### src/rtl/ale_pkg.sv
// Shared types for the array list engine: command and status codes,
// controller-to-datapath command word and datapath status word.
// No dependencies.
`default_nettype none

package ale_pkg;

	typedef enum logic [1:0] {
		CMD_INSERT = 2'd0,
		CMD_REMOVE = 2'd1,
		CMD_GET    = 2'd2,
		CMD_SEARCH = 2'd3
	} cmd_t;

	typedef enum logic [1:0] {
		ST_OK      = 2'd0,
		ST_BAD_POS = 2'd1,
		ST_FULL    = 2'd2
	} status_t;

	// controller -> datapath
	typedef struct packed {
		logic    latch;
		logic    rd;
		logic    wr_shift;
		logic    wr_val;
		logic    cnt_inc;
		logic    cnt_dec;
		logic    hit;
		logic    finish;
		status_t status;
	} ctrl_t;

	// datapath -> controller
	typedef struct packed {
		cmd_t cmd;
		logic bad;
		logic full;
		logic empty;
		logic tail;
		logic rd_last;
		logic rdv;
		logic match;
	} stat_t;

endpackage

`default_nettype wire

### src/rtl/ale_ctrl.sv
// Controller of the array list engine: sequences decode, shift walks,
// search scan and result reporting.
// Depends on ale_pkg.
`default_nettype none

module ale_ctrl (
	input  wire logic           clk,
	input  wire logic           arst_n,
	input  wire logic           start,
	output logic                busy,
	output logic                done,
	input  wire ale_pkg::stat_t stat,
	output ale_pkg::ctrl_t      ctrl
);

	typedef enum logic [3:0] {
		S_IDLE,
		S_DECODE,
		S_SHIFT_UP,
		S_UP_DRAIN,
		S_UP_PUT,
		S_SHIFT_DN,
		S_DN_DRAIN,
		S_SCAN,
		S_SCAN_TAIL,
		S_REPORT
	} state_t;

	state_t state_q;
	state_t state_d;
	logic   done_q;

	always_comb begin
		ctrl        = '0;
		ctrl.status = ale_pkg::ST_OK;
		state_d     = state_q;
		case (state_q)
			S_IDLE: begin
				ctrl.latch = start;
				if (start) begin
					state_d = S_DECODE;
				end
			end
			S_DECODE: begin
				case (stat.cmd)
					ale_pkg::CMD_INSERT: begin
						if (stat.full) begin
							ctrl.finish = 1'b1;
							ctrl.status = ale_pkg::ST_FULL;
							state_d     = S_IDLE;
						end else if (stat.bad) begin
							ctrl.finish = 1'b1;
							ctrl.status = ale_pkg::ST_BAD_POS;
							state_d     = S_IDLE;
						end else if (stat.tail || stat.empty) begin
							// append: target is the count itself
							ctrl.wr_val  = 1'b1;
							ctrl.cnt_inc = 1'b1;
							state_d      = S_REPORT;
						end else begin
							ctrl.rd = 1'b1;
							state_d = stat.rd_last ? S_UP_DRAIN : S_SHIFT_UP;
						end
					end
					ale_pkg::CMD_REMOVE: begin
						if (stat.bad) begin
							ctrl.finish = 1'b1;
							ctrl.status = ale_pkg::ST_BAD_POS;
							state_d     = S_IDLE;
						end else if (stat.tail) begin
							ctrl.cnt_dec = 1'b1;
							state_d      = S_REPORT;
						end else begin
							ctrl.rd = 1'b1;
							state_d = stat.rd_last ? S_DN_DRAIN : S_SHIFT_DN;
						end
					end
					ale_pkg::CMD_GET: begin
						if (stat.bad) begin
							ctrl.finish = 1'b1;
							ctrl.status = ale_pkg::ST_BAD_POS;
							state_d     = S_IDLE;
						end else begin
							ctrl.rd = 1'b1;
							state_d = S_REPORT;
						end
					end
					default: begin
						if (stat.empty) begin
							ctrl.finish = 1'b1;
							state_d     = S_IDLE;
						end else begin
							state_d = S_SCAN;
						end
					end
				endcase
			end
			S_SHIFT_UP: begin
				ctrl.rd       = 1'b1;
				ctrl.wr_shift = 1'b1;
				if (stat.rd_last) begin
					state_d = S_UP_DRAIN;
				end
			end
			S_UP_DRAIN: begin
				ctrl.wr_shift = 1'b1;
				state_d       = S_UP_PUT;
			end
			S_UP_PUT: begin
				ctrl.wr_val  = 1'b1;
				ctrl.cnt_inc = 1'b1;
				state_d      = S_REPORT;
			end
			S_SHIFT_DN: begin
				ctrl.rd       = 1'b1;
				ctrl.wr_shift = 1'b1;
				if (stat.rd_last) begin
					state_d = S_DN_DRAIN;
				end
			end
			S_DN_DRAIN: begin
				ctrl.wr_shift = 1'b1;
				ctrl.cnt_dec  = 1'b1;
				state_d       = S_REPORT;
			end
			S_SCAN: begin
				if (stat.rdv && stat.match) begin
					ctrl.hit    = 1'b1;
					ctrl.finish = 1'b1;
					state_d     = S_IDLE;
				end else begin
					ctrl.rd = 1'b1;
					if (stat.rd_last) begin
						state_d = S_SCAN_TAIL;
					end
				end
			end
			S_SCAN_TAIL: begin
				ctrl.hit    = stat.rdv && stat.match;
				ctrl.finish = 1'b1;
				state_d     = S_IDLE;
			end
			S_REPORT: begin
				ctrl.finish = 1'b1;
				state_d     = S_IDLE;
			end
			default: begin
				state_d = S_IDLE;
			end
		endcase
	end

	always_ff @(posedge clk or negedge arst_n) begin
		if (!arst_n) begin
			state_q <= S_IDLE;
			done_q  <= 1'b0;
		end else begin
			state_q <= state_d;
			done_q  <= ctrl.finish;
		end
	end

	assign busy = (state_q != S_IDLE);
	assign done = done_q;

	a_done_single: assert property (@(posedge clk) disable iff (!arst_n)
		done_q |=> !done_q)
		else $error("result strobe longer than one cycle");

	a_finish_idle: assert property (@(posedge clk) disable iff (!arst_n)
		ctrl.finish |=> (done_q && !busy))
		else $error("finish not followed by strobe and idle");

	a_one_write: assert property (@(posedge clk) disable iff (!arst_n)
		!(ctrl.wr_val && ctrl.wr_shift))
		else $error("two store writes in one cycle");

endmodule

`default_nettype wire

### config.mk
export PLATFORM = sky130hd
export DESIGN_NAME = ale_ctrl
export DESIGN_NICKNAME = d
export VERILOG_FILES = /design/src/rtl/ale_pkg.sv /design/src/rtl/ale_ctrl.sv
export SDC_FILE = /design/constraint.sdc
export NUM_CORES = 1
export LEC_CHECK = 0
export BUFFER_PORTS_ARGS = -buffer_cell sky130_fd_sc_hd__buf_2
export CORE_MARGIN = 8
export CORE_UTILIZATION = 49
export DETAILED_ROUTE_END_ITERATION = 10
export PLACE_DENSITY = 0.78
export RECOVER_POWER = 50
export SKIP_LAST_GASP = 1
export SYNTH_ARGS = -nofsm -noshare
export SYNTH_HDL_FRONTEND = slang
export SYNTH_SLANG_ARGS = --single-unit
### constraint.sdc
create_clock -name clk -period 1.8 [get_ports clk]
set_clock_uncertainty 0.15 [all_clocks]
set_input_delay 0.18 -clock clk [delete_from_list [all_inputs] [get_ports clk]]
set_output_delay 0.18 -clock clk [all_outputs]
set_load 0.01 [all_outputs]
==> impl_metrics.csv <==
group,metric,value,unit
cts,htreeDepth,1,
cts,clk_latency,0.25,ns
sta,hold_violations,0,
logic_synthesis,syn_inst,97,
global_route,first_global_vias,897,
logic_synthesis,synthDistinctLibCells,44,
floorplanning,start_util,50.8,%
cts,numCtsBuffers,3,
routing,routed_wl,2640,um
setup_path,crit_type,"flip-flop to primary output",
sta,rsz0062_at_grt,"true",
sta,fin_tns_setup,-0.186,ns
logic_synthesis,syn_area,738,um^2
sta,fin_crit_sh,105,%
placed_design,place_congestion,0.927,
power,leakagePower,0.494,nW
sta,setup_slack,-0.0978,ns
global_route,gr-usage-met1,17.9,%
setup_path,cpMaxStageDelayCell,"dfrtp_2",
cells_and_area,n_antenna_cell,0,
logic_synthesis,synth-seq-cells,5,
routing,drc,0,
logic_synthesis,synth_top_cell_area_share,16.9,%
setup_path,arrival,1.57,ns
setup_path,worst_path_largest_cell_delay,0.45,ns
sta,hold_ws,0.154,ns
setup_path,critPathBufInv,1,
cts,cts_tree,"yes",
global_route,grtUsageTotal,16.6,%
logic_synthesis,ys_warn_count,0,
cts,max-clock-path-buffers,2,
logic_synthesis,synth_area_leaders,"dfrtp_1 17%, nor2_1 7.6%, ha_1 6.8%, a21oi_1 5.4%, nand2_1 5.1%",
sta,slew_violations,0,
routing,vias_per_cell,6.04,
cells_and_area,drive_above_1_share,45.7,%
global_route,grt_use_met3,3.53,%
run_status,violations,"setup timing",
setup_path,critPathCaptureType,"primary output",
min_path,min_path_type,"input pin to async pin",
logic_synthesis,synth-async-reset-ratio,100,%
routing,wl_per_cell,17.1,um
routing,initialDrtViolationCount,26,
power,irDropWorstVdd,0.835,mV
placed_design,dp_hpwl,1640,um
floorplanning,dieArea,3000,um^2
logic_synthesis,syn-num-nets,113,
logic_synthesis,ys.flop_type,"dfrtp_1",
floorplanning,io_pins,24,
job,max_cap_viol_count,0,
sta,relSlewSlack,71.6,%
cells_and_area,final_area,1040,um^2
sta,setup_violations,5,
logic_synthesis,yosys.area.top_type,"dfrtp_1",
logic_synthesis,synth.most_common_cell,"nor2_1",
logic_synthesis,synth_common_cells,"15 x nor2_1, 10 x nand2_1, 8 x a21oi_1",
global_route,grt_max_degree,10,
setup_path,worstPathCellList,"nand2_2, nor3_1, a31o_1, a221o_1, buf_2",
cts,clock-root-buffer,"clkbuf_4",
logic_synthesis,synth-edff-count,0,
sta,period_needed,1.90,ns
routing,first_pass_iters,4,
setup_path,cp.required,1.47,ns
routing,postRouteAntennaNets,0,
power,power_density,1620,nW/um^2
global_route,grt_busiest_layer,"met2",
setup_path,cp_top_family,"compound AO/OA/AOI/OAI gates",
sta,max_freq,527,MHz
floorplanning,rows,14,
global_route,met2_usage,28.5,%
setup_path,cp-start-kind,"flip-flop",
cells_and_area,synthToLayoutAreaGrowth,40.8,%
global_route,overflow,0,
cts,clock_sinks,5,
floorplanning,die_w,54.8,um
global_route,grt_pass1_wl,3750,um
setup_path,cp_max_fo,5,
sta,worst_pin_slew,0.416,ns
floorplanning,die_h,54.8,um
cts,clkSlewWorstSetupHoldPaths,0.05,ns
routing,vias,930,
logic_synthesis,syn_area_per_cell,7.61,um^2
logic_synthesis,yosysSeqAreaShare,16.9,%
cells_and_area,nNetsFinal,155,
placed_design,port_buffers,23,
run_status,status,"complete, but fails checks",
floorplanning,coreArea,1450,um^2
placed_design,dpl-instance-area,872,um^2
global_route,antenna_found_initial,0,
-- worst register-to-register path, stage by stage (launching register included) --
cell and delay [ns]:
dfrtp_2 0.43, buf_4 0.15, nand2_1 0.07, a31o_1 0.23, buf_4 0.14, o21a_1 0.17, a32o_2 0.22
-- placed cells by master (no fill, tap or decap), types with 2 or more instances in the layout --
master,instances
o21ai_0,3
nor2_1,12
nand3b_1,3
nor2b_1,2
nor2_2,3
nor3_1,2
nand2_1,8
clkbuf_4,3
buf_6,2
ha_1,4
a21oi_1,7
a31o_1,2
dfrtp_2,4
nand2_2,2
buf_2,20
buf_4,17
and3_1,2
clkbuf_1,3
nand2b_1,3
inv_1,4
-- worst paths after layout --
check / startpoint / to / slack, ns / depth (start not counted)
setup / recovery: state_q[1]$_DFFE_PN0P_ / ctrl[2] / -0.1 / 5
hold / removal: arst_n / state_q[2]$_DFFE_PN0P_ / 0.15 / 2
setup reg to reg: state_q[2]$_DFFE_PN0P_ / state_q[1]$_DFFE_PN0P_ / 0.14 / 6
hold reg to reg: state_q[1]$_DFFE_PN0P_ / state_q[2]$_DFFE_PN0P_ / 0.57 / 3
max in group asynchronous: arst_n / state_q[0]$_DFFE_PN0P_ / 1.12 / 2
min in group clk: stat[3] / state_q[2]$_DFFE_PN0P_ / 0.16 / 4
-- state kept, by name, indices dropped and copies added (netlist names) --
| name | flops |
|---|---|
| state_q | 4 |
| done | 1 |
-- metal layers --
metal  vias to the layer above  routed length (um)  share of wire, %
met5                         -                   0                 0
met4                         0                 124               4.7
met3                        18                 207               7.9
met2                        59                1310                50
met1                       417                 997                38
li1                        436                   -                 -
-- per-stage QoR --
step / util, % / setup WS [ns] / std cells / power, W
floorplan: - / 0.174 / 97 / 0.000923
global placement: 60.0 / 0.0648 / 138 / 0.00117
detailed placement: 60.0 / 0.0663 / 138 / 0.00119
CTS: 66.9 / -0.0312 / 147 / 0.00148
global route: 71.5 / -0.126 / 154 / 0.00179
finish: 71.5 / -0.0978 / 154 / 0.00168
-- layout make-up --
class,count,area (um^2)
repair buffers,43,272
flip-flops and latches,5,130
clock buffers,4,26.3
multi-input cells,82,577
inverters,4,15.0
fillers,125,414
well taps,16,20.0
-- where the power goes --
group / total, W / switching [W] / internal [W]
logic: 0.00129 / 0.000639 / 0.000652
registers: 0.000258 / 0.0000889 / 0.000170
clock network: 0.000132 / 0.0000482 / 0.0000840
-- timing repair --
| item | in CTS | in global routing |
|---|---|---|
| endpoints found under the setup margin | 4 | 7 |
| gates cloned | 0 | 0 |
| hold endpoints to repair | 5 | 0 |
| gates resized for setup | 10 | 6 |
| pin swaps | 3 | 5 |
| hold buffers | 1 | 0 |
| buffers inserted | 4 | 7 |
-- logic make-up after synthesis --
family / count (synthesis) / share of synthesized area [%]
AOI/OAI and AO/OA: 29 / 28.6
buffers and inverters: 10 / 10.3
muxes: 1 / 1.36
and+or+nand+nor: 48 / 35.9
adders and majority gates: 4 / 6.78
DFF: 5 / 16.9
Power figures use the tool's default switching activity.
